[config.mk]
export PLATFORM = sky130hd
export DESIGN_NAME = rse_cell
export DESIGN_NICKNAME = d
export VERILOG_FILES = /design/src/sv/reed_solomon_systematic_encoder_assert.svh /design/src/sv/rse_pkg.sv /design/src/sv/rse_cell.sv
export SDC_FILE = /design/constraint.sdc
export NUM_CORES = 1
export LEC_CHECK = 0
export BUFFER_PORTS_ARGS = -buffer_cell sky130_fd_sc_hd__buf_2
export CAP_MARGIN = 0
export CORE_UTILIZATION = 55
export CTS_CLUSTER_DIAMETER = 80
export DETAILED_ROUTE_END_ITERATION = 16
export HOLD_SLACK_MARGIN = 0.05
export PLACE_DENSITY = 0.76
export RECOVER_POWER = 25
export SLEW_MARGIN = 20
export SYNTH_ARGS = -nofsm -noshare
export SYNTH_HDL_FRONTEND = slang
export SYNTH_SLANG_ARGS = --single-unit
export TNS_END_PERCENT = 10
[constraint.sdc]
create_clock -name i_clk -period 14.2 [get_ports i_clk]
set_input_delay 2.84 -clock i_clk [delete_from_list [all_inputs] [get_ports i_clk]]
set_output_delay 2.84 -clock i_clk [all_outputs]
set_load 0.02 [all_outputs]
[src/sv/reed_solomon_systematic_encoder_assert.svh]
// assertion macros shared by the encoder rtl
`ifndef REED_SOLOMON_SYSTEMATIC_ENCODER_ASSERT_SVH
`define REED_SOLOMON_SYSTEMATIC_ENCODER_ASSERT_SVH

// same-cycle implication
`define RSE_ASSERT_IMP(label, clk, rst_n, ante, cons) \
    label: assert property (@(posedge clk) disable iff (!rst_n) (ante) |-> (cons)) \
        else $error("rse assertion failed in %m");

// next-cycle implication
`define RSE_ASSERT_NXT(label, clk, rst_n, ante, cons) \
    label: assert property (@(posedge clk) disable iff (!rst_n) (ante) |=> (cons)) \
        else $error("rse assertion failed in %m");

`endif

[src/sv/rse_pkg.sv]
package rse_pkg;

    // widest field the gf helpers handle
    localparam int MaxSymBits = 16;

    typedef logic [MaxSymBits-1:0] t_gf_word;
    typedef logic [7:0]            t_port_sym;

    // active field description: m ones, bit m-1, reduction taps below x^m
    typedef struct packed {
        t_gf_word mask;
        t_gf_word top;
        t_gf_word poly;
    } t_gf_field;

    typedef enum logic [1:0] {
        REG_FIELD_DEGREE   = 2'd0,
        REG_MESSAGE_LENGTH = 2'd1,
        REG_PARITY_COUNT   = 2'd2,
        REG_FIRST_ROOT     = 2'd3
    } t_cfg_reg;

    typedef enum logic [1:0] {
        OP_HOLD  = 2'd0,
        OP_CLEAR = 2'd1,
        OP_GEN   = 2'd2,
        OP_SHIFT = 2'd3
    } t_cell_op;

    typedef struct packed {
        t_cell_op op;
    } t_cell_ctl;

    function automatic logic [16:0] prim_poly(input logic [4:0] m);
        logic [16:0] p;
        unique case (m)
            5'd2:    p = 17'h00007;
            5'd3:    p = 17'h0000B;
            5'd4:    p = 17'h00019;
            5'd5:    p = 17'h00025;
            5'd6:    p = 17'h00043;
            5'd7:    p = 17'h00083;
            5'd8:    p = 17'h0011D;
            5'd9:    p = 17'h00211;
            5'd10:   p = 17'h00409;
            5'd11:   p = 17'h00805;
            5'd12:   p = 17'h01099;
            5'd13:   p = 17'h0201B;
            5'd14:   p = 17'h05803;
            5'd15:   p = 17'h08003;
            5'd16:   p = 17'h1002D;
            default: p = 17'h00007;
        endcase
        return p;
    endfunction

    // multiply by alpha in the active field
    function automatic t_gf_word gf_xtime(input t_gf_word v, input t_gf_field f);
        return ((v << 1) & f.mask) ^ (((v & f.top) != '0) ? f.poly : '0);
    endfunction

endpackage

[src/sv/rse_cell.sv]
module rse_cell #(
    parameter int SYM_BITS = 8
) (
    input  logic                  i_clk,
    input  rse_pkg::t_cell_ctl    i_ctl,
    input  rse_pkg::t_gf_field    i_field,
    input  logic                  i_gen_seed,
    input  logic [SYM_BITS-1:0]   i_gen_prev,
    input  logic [SYM_BITS-1:0]   i_par_prev,
    input  logic [SYM_BITS-1:0]   i_operand,
    output logic [SYM_BITS-1:0]   o_gen,
    output logic [SYM_BITS-1:0]   o_par
);

    logic [SYM_BITS-1:0] r_gen;
    logic [SYM_BITS-1:0] r_par;
    logic [SYM_BITS-1:0] n_gen;
    logic [SYM_BITS-1:0] n_par;
    logic [SYM_BITS-1:0] w_prod;

    // horner shift-and-add, one step per operand bit
    function automatic logic [SYM_BITS-1:0] gf_mul(input logic [SYM_BITS-1:0] a,
                                                   input logic [SYM_BITS-1:0] b,
                                                   input rse_pkg::t_gf_field f);
        rse_pkg::t_gf_word acc;
        acc = '0;
        for (int i = SYM_BITS - 1; i >= 0; i--) begin
            acc = rse_pkg::gf_xtime(acc, f) ^ (b[i] ? rse_pkg::t_gf_word'(a) : '0);
        end
        return SYM_BITS'(acc);
    endfunction

    // one multiplier serves both generator build (by root) and encoding (by feedback)
    assign w_prod = gf_mul(r_gen, i_operand, i_field);

    always_comb begin
        n_gen = r_gen;
        n_par = r_par;
        unique case (i_ctl.op)
            rse_pkg::OP_HOLD: begin
            end
            rse_pkg::OP_CLEAR: begin
                n_gen = SYM_BITS'(i_gen_seed);
                n_par = '0;
            end
            rse_pkg::OP_GEN: begin
                n_gen = i_gen_prev ^ w_prod;
            end
            rse_pkg::OP_SHIFT: begin
                n_par = i_par_prev ^ w_prod;
            end
            default: begin
            end
        endcase
    end

    always_ff @(posedge i_clk) begin
        r_gen <= n_gen;
        r_par <= n_par;
    end

    assign o_gen = r_gen;
    assign o_par = r_par;

endmodule

* Yosys cells after proc, flatten, opt, wreduce, memory -nomap -nowiden
Index checks and enable logic that the tools add are counted.
** Cells by class
- Mux-type cells :: 17
- Equality and inequality tests :: 3
- Bitwise logic cells :: 30
- Reductions and logical operators :: 9
** Operators with widths (number)
- $and 16x16->16 :: 11
- $reduce_bool 16->1 :: 7
- $mux 16 :: 6
- $xor 16x16->16 :: 6
- $xor 16x8->16 :: 6
- $mux 8 :: 9
- $pmux 8 s2 :: 2
- $xor 8x8->8 :: 4
- $and 8x16->16 :: 1
- $and 9x16->16 :: 1
- $and 8x8->8 :: 1
- $eq 2x2->1 const B :: 2
- $reduce_bool 2->1 :: 2
- $eq 2x1->1 const B :: 1
** Word-level totals
- Bits of input ports :: 76
- Flip-flop bits (word level) :: 16
- Output and inout port bits :: 16
- Logic and storage cells :: 61

* Logic depth before layout (Yosys ltp)
Gate-level depths: netlist of the first run.
- Depth after elaboration :: 38
- Depth in mapped cells :: 33
- Mapped depth without buffers :: 24

* Least setup slack after synthesis of the first run
Ideal clock, no wire load.
- Path kind :: input-to-reg
- Start point :: input i_field[17] (netlist name)
- End point :: register r_gen[1], in the netlist o_gen[1] (data pin)
- Path slack :: 3620 ps
- Required time :: 13945 ps
- Setup time :: 255 ps
- Path buffers :: 3
- Cell stages on the path :: 27
- Arrival time :: 10326 ps
- Path through :: buf_2 > a22o_1 > o41a_1 > buf_6 > and3_1 > o311a_1 > or3_1 > and2_0 > a32o_2 > o21ai_2 > buf_2 > nor4_1 > or4_1 > o21a_1 > o21a_1 > mux2_2 > a2111oi_2 > nor3b_4 > a21oi_1 > xnor2_1 > a2111oi_2 > a41oi_1 > mux2_2 > a2111oi_4 > a41oi_2 > xnor3_1 > and2_1
** Between the ends
- Cells in the longest elaborated chain, start to end :: 37
- Elaborated cells on any way between the ends :: 43
- Those cells by class :: mux (8); bitwise (28); reduce/logical (7)
** Ends and longest elaborated chain
- start: declaration :: line rse_cell.sv:6 : input rse_pkg::t_gf_field i_field,
- $and 8x16->16 :: line rse_pkg.sv:59 : return ((v << 1) & f.mask) ^ (((v & f.top) != '0) ? f.poly : '0);
- $reduce_bool 16->1 :: line rse_pkg.sv:59
- $mux 16 :: line rse_pkg.sv:59
- $xor 16x16->16 :: line rse_pkg.sv:59
- $xor 16x8->16 :: line rse_cell.sv:28 : acc = rse_pkg::gf_xtime(acc, f) ^ (b[i] ? rse_pkg::t_gf_word'(a) : '0);
- $and 16x16->16 :: line rse_pkg.sv:59
- $reduce_bool 16->1 :: line rse_pkg.sv:59
- $mux 16 :: line rse_pkg.sv:59
- [... 21 more ...]
- $xor 16x8->16 :: line rse_cell.sv:28
- $and 16x16->16 :: line rse_pkg.sv:59
- $reduce_bool 16->1 :: line rse_pkg.sv:59
- $mux 8 :: line rse_pkg.sv:59
- $xor 8x8->8 * :: line rse_pkg.sv:59
- $xor 8x8->8 * :: line rse_cell.sv:28
- $xor 8x8->8 * :: line rse_cell.sv:47 : n_gen = i_gen_prev ^ w_prod;
- $pmux 8 s2 * :: line rse_cell.sv:39 : unique case (i_ctl.op)
- end signal: assignment :: line rse_cell.sv:58 : r_gen <= n_gen;
- end: declaration :: line rse_cell.sv:15 : logic [SYM_BITS-1:0] r_gen;
Every way passes the cells marked *; elsewhere a longest branch is shown, timed or not.
A chain may end at the register's enable or synchronous reset.

* Final worst setup path of the first run
- Start point :: input i_field[22] (netlist name)
- End point :: register r_gen[7], in the netlist o_gen[7] (data pin)
The elaborated chain is that of the path after synthesis.

==> summary.txt, run 1 <==
Outcome
  – Status: complete, no violations

Layout
  – Multi-input gate area: between 0.006 and 0.007 mm2
  – Diode count: 0
  – Layout fillers: 1322
  – Layout cells sized above 1: about 15%
  – Nets: 1170
  – Area grow syn2layout: 6.46%
  – Core Util, Final: 59.9%
  – Sequential Area: 480 um2

Setup path
  – Worst setup EP type: flip-flop
  – Origin of the critical flop-to-flop path: o_gen[7]
  – R2R setup slack: between 3 and 4 ns
  – FF-to-FF End: o_gen[7]
  – Critical Path Source Type: input pin
  – Crit path max-delay cell type: o41a_1
  – Critical path class: input pin to flip-flop
  – R2R cell count: 25
  – Critical Path AT: 12.93 ns
  – Req. time, crit path: 14.20 ns
  – CP peak stage delay: about 0.86 ns
  – Worst-path fanout max: 24

Clocking
  – Total clock sinks: 16
  – Clock Path Buffers: 2
  – TritonCTS clock tree: done
  – Post_cts resized: 0
  – CTS Hold Bufs: 0
  – Worst-skew pair later-pin latency: 0.24 ns
  – H-Tree Depth: 1
  – CTS root buf: clkbuf_16
  – Post-CTS Setup Bufs: 0
  – Num CTS Buffers: 3
  – Worst-path clk slew: 0.05 ns

Logic synthesis
  – Compound-Gate Fraction of Synth Area: 33.0%
  – Syn_nets: 1142
  – Post-synth EDFFs: 16
  – Seq/Total Area, Yosys: under 10%
  – Avg Inst Size Synth: 6.98 um2
  – Post-synth top flop: edfxtp_1
  – Yosys warns: 0
  – Area leader, netlist: nand2_1
  – Largest family of logic cells by synthesized area: simple AND/OR/NAND/NOR gates
  – Async set-reset flop share out of synthesis: 0%
  – Mapped Area: 0.00742 mm2
  – Count leader, synth: nand2_1
  – Area contributors post-synth: nand2_1 9.2%, xnor2_1 6.5%, edfxtp_1 6.5%, xnor3_1 4.2%, nand3_1 4.0%
  – Synth cell count leaders: 182 x nand2_1, 60 x nand3_1, 55 x xnor2_1
  – Post-Synth Simple-Gate Area: 33.4%
  – Mapped Cells: 1063
  – Synth Area in Adders: 0.506%
  – Mux contribution to synthesized area: roughly 5%
  – Post-synth cell types: 100
  – Synth Register Bits: 16
  – Top cell type's share of synthesized area: 9.20%
  – Post-Synth XOR/XNOR Area: 14.2%

GRT
  – Number of antenna violations at the first check in global routing: 0
  – Largest net degree at the start of global routing: 25
  – First-pass GRT wire length: 48.4 mm
  – Vias in the first global route: ~8500
  – Tot GR Track Use: between 40% and 50%
  – GRT overflow: 0

STA
  – Max transition margin: between 30% and 40%
  – Clock skew: 0.00251 ns
  – Max frequency: 0.0773 GHz
  – Setup TNS: 0 ns
  – Fin crit period: 12.93 ns
  – Final worst-path cycle share: 91.0%
  – Setup violations, final: 0
  – Final Hold Fails: 0
  – Unrepaired setup endpoints after global routing: no
  – Final max-slew violation count: 0
  – Tightest Pin Transition: 1.04 ns

Drt
  – Starting DRT DRC Count: 1466
  – Post-route DRC: 0
  – 1st-pass router iterations: 8
  – Routed vias/inst: roughly 7.4
  – Total wire length: 31.8 mm
  – Vias: 9313
  – Antenna-violating nets left: 0
  – Wire length per cell: 25.2 um

Power
  – Cell Pwr Density: 79.0 mW/mm2
  – Maximum VDD drop: 0.0726 mV
  – Pleak: approximately 3.1 nW

Die
  – Die X: between 100 and 150 um
  – DIE AREA: 0.0140 mm2
  – Rows: between 40 and 50
  – Die H: approximately 120 um
  – Starting density of the core: about 56%
  – Core ar.: between 0.01 and 0.015 mm2
  – IO Pins: 92

Min path
  – Hold Crit Class: flip-flop to flip-flop
  – Worst Hold Depth: 5
  – Min-delay src: o_gen[0]
  – Hold worst-path end: o_par[0]

Placed design
  – Final GP Congestion: 1.05
  – DP HPWL: 24.0 mm
  – Port bufs: 90

Run
  – MaxCap Viol Count: 0
layout make-up:
cell class	instances	area share [%]
Multi-Input combinational cell	920	81.0
Timing Repair Buffer	107	7.17
Sequential cell	16	6.08
Tap cell	176	2.79
Inverter	43	2.04
Clock buffer	3	0.950
how the worst max path moves through the flow:
| stage | startpoint | endpoint | slack (ns) | cells after the start |
|---|---|---|---|---|
| floorplan | i_field[17] | o_gen[1] | 3.62 | 27 |
| global placement | i_field[22] | o_gen[0] | 1.54 | 26 |
| detailed placement | i_field[22] | o_gen[7] | 1.54 | 26 |
| CTS | i_field[22] | o_gen[7] | 1.79 | 26 |
| global route | i_field[19] | o_gen[7] | 1.02 | 26 |
| finish | i_field[22] | o_gen[7] | 1.27 | 26 |
flip-flops by register name (all words and copies together), names as in the netlist:
| signal | cells |
|---|---|
| o_gen | 8 |
| o_par | 8 |
placed cells by master, fill, tap and decap left out, types with 9 or more instances in the layout:
cell	n
a22oi_1	11
nand4_1	18
a31oi_1	12
and2_1	38
xor2_1	29
and3_1	17
inv_1	42
xnor2_1	55
nand2_1	182
edfxtp_1	16
nand3_1	60
a41oi_1	18
o21a_1	9
xnor3_1	14
nor4_1	17
nand2b_1	11
nor3_1	37
a21oi_1	46
buf_4	17
buf_2	81
o21ai_0	24
o211ai_1	15
mux2i_1	26
nor2_1	47
a211oi_1	15
clkbuf_1	9
worst max-delay path: cells and delay by family:
kind	cells	cell delay (ns)
simple gates	4	0.94
xor+xnor	3	1.19
mux	2	0.73
compound gates	15	6.61
buf+inv	2	0.54
per-stage QoR:
step	hold slack, ns	area, um2	setup WS (ns)	power, W	std cells
floorplan	1.22	7420	3.62	0.000420	1063
global placement	1.13	7840	1.54	0.000547	1262
detailed placement	1.16	7840	1.54	0.000548	1262
CTS	1.17	7910	1.79	0.000604	1265
global route	1.24	7900	1.02	0.000653	1265
finish	1.19	7900	1.27	0.000624	1265
layer usage:
| layer | part of all wire [%] | vias to the layer above | track usage [%] |
|---|---|---|---|
| met5 | 0 | - | 0 |
| met4 | 7.4 | 0 | 27.0 |
| met3 | 13 | 190 | 10.2 |
| met2 | 41 | 800 | 66.7 |
| met1 | 38 | 4259 | 57.8 |
| li1 | - | 4064 | - |
logic make-up after synthesis:
| family | count (synthesis) |
|---|---|
| AOI/OAI and AO/OA | 297 |
| xor gates and xnor gates | 98 |
| adders and majority gates | 3 |
| buffers and inverters | 127 |
| DFF | 16 |
| muxes | 36 |
| and+or+nand+nor | 486 |
power by group:
part | internal [W] | total [W] | switching (W)
Clock | 0.0000369 | 0.0000535 | 0.0000166
Combinational | 0.000175 | 0.000499 | 0.000324
Sequential | 0.0000593 | 0.0000718 | 0.0000125
Note: power is estimated with default switching activity, not from simulation.
==> run 2, diff against run 1 <==
--- a/config.mk
+++ b/config.mk
@@ -7,11 +7,11 @@
 export LEC_CHECK = 0
 export BUFFER_PORTS_ARGS = -buffer_cell sky130_fd_sc_hd__buf_2
 export CAP_MARGIN = 0
-export CORE_UTILIZATION = 55
+export CORE_ASPECT_RATIO = 1.2
+export CORE_UTILIZATION = 40
 export CTS_CLUSTER_DIAMETER = 80
 export DETAILED_ROUTE_END_ITERATION = 16
 export HOLD_SLACK_MARGIN = 0.05
-export PLACE_DENSITY = 0.76
 export RECOVER_POWER = 25
 export SLEW_MARGIN = 20
 export SYNTH_ARGS = -nofsm -noshare
==> summary.txt, run 2 (synthesis results as in run 1) <==
Clocking
  – Worst-path clk slew: 0.05 ns
  – TritonCTS clock tree: done
  – Post_cts resized: 0
  – Num CTS Buffers: 3
  – CTS Hold Bufs: 0
  – CTS root buf: clkbuf_16
  – Worst-skew pair later-pin latency: 0.25 ns
  – Clock Path Buffers: 2
  – Total clock sinks: 16
  – Post-CTS Setup Bufs: 0
  – H-Tree Depth: 1

Layout
  – Nets: 1171
  – Core Util, Final: 43.9%
  – Commonest non-fill, non-tap cell in the layout: nand2_1
  – Most frequent cells in the layout: 182 x nand2_1, 81 x buf_2, 60 x nand3_1
  – Area grow syn2layout: 7.37%
  – Layout fillers: roughly 1900
  – Diode count: 0
  – Layout cells sized above 1: 14.7%
  – Finished Layout Cells: 1314

STA
  – Final max-slew violation count: 0
  – Final worst-path cycle share: between 80% and 90%
  – Max transition margin: 33.3%
  – Setup TNS: 0 ns
  – Hold_ws: 1.18 ns
  – PnR worst setup slack: about 1.5 ns
  – Max frequency: 0.0790 GHz
  – Tightest Pin Transition: 1.00 ns
  – Final Hold Fails: 0
  – Clock skew: between 0.004 and 0.005 ns
  – Fin crit period: around 13 ns
  – Unrepaired setup endpoints after global routing: no
  – Setup violations, final: 0

Die
  – Core ar.: 0.0182 mm2
  – Rows: 54
  – Starting density of the core: around two fifths
  – DIE AREA: between 0.015 and 0.02 mm2
  – Die H: between 150 and 200 um
  – IO Pins: between 90 and 100
  – Die X: between 100 and 150 um

Setup path
  – R2R setup slack: 3.69 ns
  – FF-to-FF End: o_par[2]
  – Worst-path fanout max: 18
  – Origin of the critical flop-to-flop path: o_gen[2]
  – R2R cell count: 27
  – Req. time, crit path: 14.21 ns
  – Most used cell, CP: buf_4
  – CP peak stage delay: a little under 0.8 ns
  – Crit path max-delay cell type: a2111o_1
  – Critical Path Source Type: input pin
  – Worst setup path end: o_par[2]
  – Worst setup EP type: flip-flop
  – Critical Path AT: between 10 and 15 ns
  – Crit path from: i_field[17]
  – Critical path class: input pin to flip-flop

Placed design
  – DP HPWL: 24.8 mm
  – Port bufs: 90
  – Place WS: 1.54 ns
  – Cells after DPL: 1311
  – Final GP Congestion: between 0.9 and 1

Min path
  – Hold Crit Class: flip-flop to flip-flop
  – Worst Hold Depth: 5

Drt
  – Routed vias/inst: around 6.9
  – 1st-pass router iterations: 6
  – Wire length per cell: 25.0 um
  – Starting DRT DRC Count: 1058
  – Antenna-violating nets left: 0
  – Post-route DRC: 0
  – Vias: 9117
  – Total wire length: 32.8 mm

Power
  – Maximum VDD drop: 0.0873 mV
  – Pleak: approximately 3.1 nW
  – Cell Pwr Density: 78.4 mW/mm2

GRT
  – First-pass GRT wire length: 49.4 mm
  – Number of antenna violations at the first check in global routing: 0
  – Largest net degree at the start of global routing: 28
  – Vias in the first global route: 8208
  – GRT overflow: 0
  – Tot GR Track Use: between 30% and 40%

Outcome
  – Status: complete, no violations

Run
  – MaxCap Viol Count: 0
## run 2: cell types whose count changed in the layout (fill, tap and decap cells not counted)
| cell | previous run | this run |
|---|---|---|
| buf_4 | 17 | 18 |
## run 2: critical path, delay by kind of cell
family          cells  cell delay, ns
compound gates     14            5.92
xor+xnor            3            1.07
buf+inv             4            1.18
mux                 1            0.45
simple gates        6            1.17
## run 2: cell type report
class                           instances  area [um2]  area share [%]
Multi-Input combinational cell        920        6400            80.3
Sequential cell                        16         480            6.03
Timing Repair Buffer                  108         574            7.21
Clock buffer                            3        75.1           0.942
Tap cell                              224         280            3.52
Inverter                               43         161            2.03
## run 2: layer usage
layer	routed length, um	part of all wire (%)	track usage (%)
met5	0	0	0
met4	2050	6.2	19.5
met3	3600	11	5.86
met2	14300	43	53.9
met1	12900	39	43.5
## run 2: worst min-delay path by stage
stage	start	endpoint	slack, ns
after floorplan	o_gen[4]	o_gen[4]	1.22
after global placement	o_gen[0]	o_par[0]	1.17
after detailed placement	o_gen[0]	o_par[0]	1.17
after CTS	o_gen[0]	o_par[0]	1.19
after global routing	o_gen[1]	o_par[1]	1.29
final	o_gen[0]	o_par[0]	1.18
## run 2: through the flow
stage	area (um2)	power, W
floorplan	7420	0.000420
global placement	7910	0.000552
detailed placement	7910	0.000553
CTS	7980	0.000611
global route	7970	0.000660
finish	7970	0.000625
## run 2: power breakdown
group	internal (W)	switching, W
sequential	0.0000592	0.0000116
combinational	0.000175	0.000323
clock	0.0000371	0.0000187
==> run 3, diff against run 2 <==
==> constraint.sdc (replaced) <==
create_clock -name i_clk -period 13 [get_ports i_clk]
set_input_delay 2.6 -clock i_clk [delete_from_list [all_inputs] [get_ports i_clk]]
set_output_delay 2.6 -clock i_clk [all_outputs]
set_load 0.02 [all_outputs]
==> summary.txt, run 3 (synthesis results as in run 1) <==
Clocking
  – Num CTS Buffers: 3
  – Post-CTS Setup Bufs: 0
  – CTS root buf: clkbuf_16
  – Total clock sinks: 16
  – Worst-path clk slew: around 0.05 ns
  – TritonCTS clock tree: done
  – Post_cts resized: 0
  – Clock Path Buffers: 2
  – CTS Hold Bufs: 0
  – Worst-skew pair later-pin latency: 0.25 ns
  – H-Tree Depth: 1

Layout
  – Layout cells sized above 1: 15.4%
  – Most frequent cells in the layout: 182 x nand2_1, 82 x buf_2, 60 x nand3_1
  – Multi-input gate area: 0.00640 mm2
  – Sequential Area: 480 um2
  – Diode count: 0
  – Nets: 1181
  – Area grow syn2layout: 8.39%
  – Layout fillers: 1913
  – Final Cell Area: ~0.0080 mm2
  – Commonest non-fill, non-tap cell in the layout: nand2_1

Placed design
  – Port bufs: 90
  – DP HPWL: 25.1 mm
  – Dpl cell area: 0.00798 mm2
  – Final GP Congestion: 1.02

Run
  – MaxCap Viol Count: 0

Setup path
  – Critical Path Source Type: input pin
  – Worst-path fanout max: 24
  – Worst setup EP type: flip-flop
  – Critical Path AT: about 12 ns
  – Req. time, crit path: 13.00 ns
  – Critical path class: input pin to flip-flop

Drt
  – Antenna-violating nets left: 0
  – 1st-pass router iterations: 6
  – Vias: 9069
  – Total wire length: 32.7 mm
  – Post-route DRC: 0
  – Starting DRT DRC Count: 1141
  – Wire length per cell: 24.7 um
  – Routed vias/inst: 6.84

Outcome
  – Status: complete, no violations

STA
  – Final max-slew violation count: 0
  – Max transition margin: 23.4%
  – Fin crit period: 12.31 ns
  – Final Hold Fails: 0
  – Unrepaired setup endpoints after global routing: no
  – Setup violations, final: 0
  – Tightest Pin Transition: 1.15 ns
  – Max frequency: about 0.08 GHz
  – Setup TNS: 0 ns
  – Clock skew: between 0.0006 and 0.0007 ns
  – Final worst-path cycle share: 94.7%

Die
  – Core ar.: 0.0182 mm2
  – IO Pins: 92
  – Die H: around 150 um
  – Die X: 126 um
  – DIE AREA: 0.0191 mm2
  – Rows: 54
  – Starting density of the core: between 40% and 50%

GRT
  – Largest net degree at the start of global routing: 25
  – Vias in the first global route: between 8000 and 9000
  – GRT overflow: 0
  – Number of antenna violations at the first check in global routing: 0
  – Tot GR Track Use: 33.9%
  – First-pass GRT wire length: 49.5 mm

Power
  – Pleak: 3.18 nW
  – Maximum VDD drop: 0.0859 mV
  – Cell Pwr Density: 85.6 mW/mm2

Min path
  – Hold Crit Class: flip-flop to flip-flop
run 3: area by class of cell:
cell class	count	area share [%]
Multi-Input combinational cell	920	79.5
Timing Repair Buffer	118	8.04
Sequential cell	16	5.97
Tap cell	224	3.48
Inverter	43	2.01
Clock buffer	3	0.933
Clock inverter	1	0.0466
run 3: final timing paths:
kind / from / slack (ns) / depth (start not counted) / end
worst min-delay path: o_gen[4] / 1.24 / 4 / o_gen[4]
worst max register to register: o_gen[0] / 2.31 / 27 / o_par[4]
worst max-delay path: i_field[16] / 0.69 / 28 / o_par[4]
worst min register to register: o_gen[4] / 1.24 / 4 / o_gen[4]
run 3: worst max-delay path, stage by stage:
cell,delay [ns]
buf_2,0.29
a22o_1,0.32
o41a_1,0.95
a21oi_1,0.23
o21a_1,0.28
a2111o_1,0.60
and2_0,0.24
a32o_2,0.28
o21ai_2,0.82
nor4_1,0.15
or4_1,0.65
o21a_1,0.23
o21a_1,0.17
mux2_2,0.26
a2111oi_2,0.28
nor3b_4,0.31
buf_4,0.20
a21oi_1,0.08
xnor2_1,0.18
a222oi_1,0.67
buf_2,0.29
buf_4,0.17
a41oi_1,0.13
xnor2_1,0.26
a2111oi_4,0.74
a41oi_2,0.31
xnor3_1,0.41
and2_1,0.17
run 3: per-layer routing:
metal  GRT usage [%]  vias up  share of wire, %
li1                -     4101                 -
met1            44.5     4206                40
met2            54.0      640                43
met3            4.38      122                11
met4            18.4        0               6.1
met5               0        -                 0
run 3: report_power, final:
group / switching (W) / internal (W) / total (W) / leakage, nW
clock: 0.0000200 / 0.0000409 / 0.0000609 / 0.0385
combinational: 0.000352 / 0.000196 / 0.000548 / 2.98
sequential: 0.0000148 / 0.0000647 / 0.0000795 / 0.163
run 3: per-stage QoR:
step	utilization (%)	std cells	setup WS [ns]	power [W]	hold WS, ns
after floorplan	-	1063	2.66	0.000459	1.22
after global placement	43.9	1320	0.487	0.000609	1.21
after detailed placement	43.9	1321	0.705	0.000611	1.22
after CTS	44.3	1325	0.963	0.000675	1.23
after global routing	44.3	1325	0.309	0.000728	1.29
final	44.3	1325	0.692	0.000689	1.24
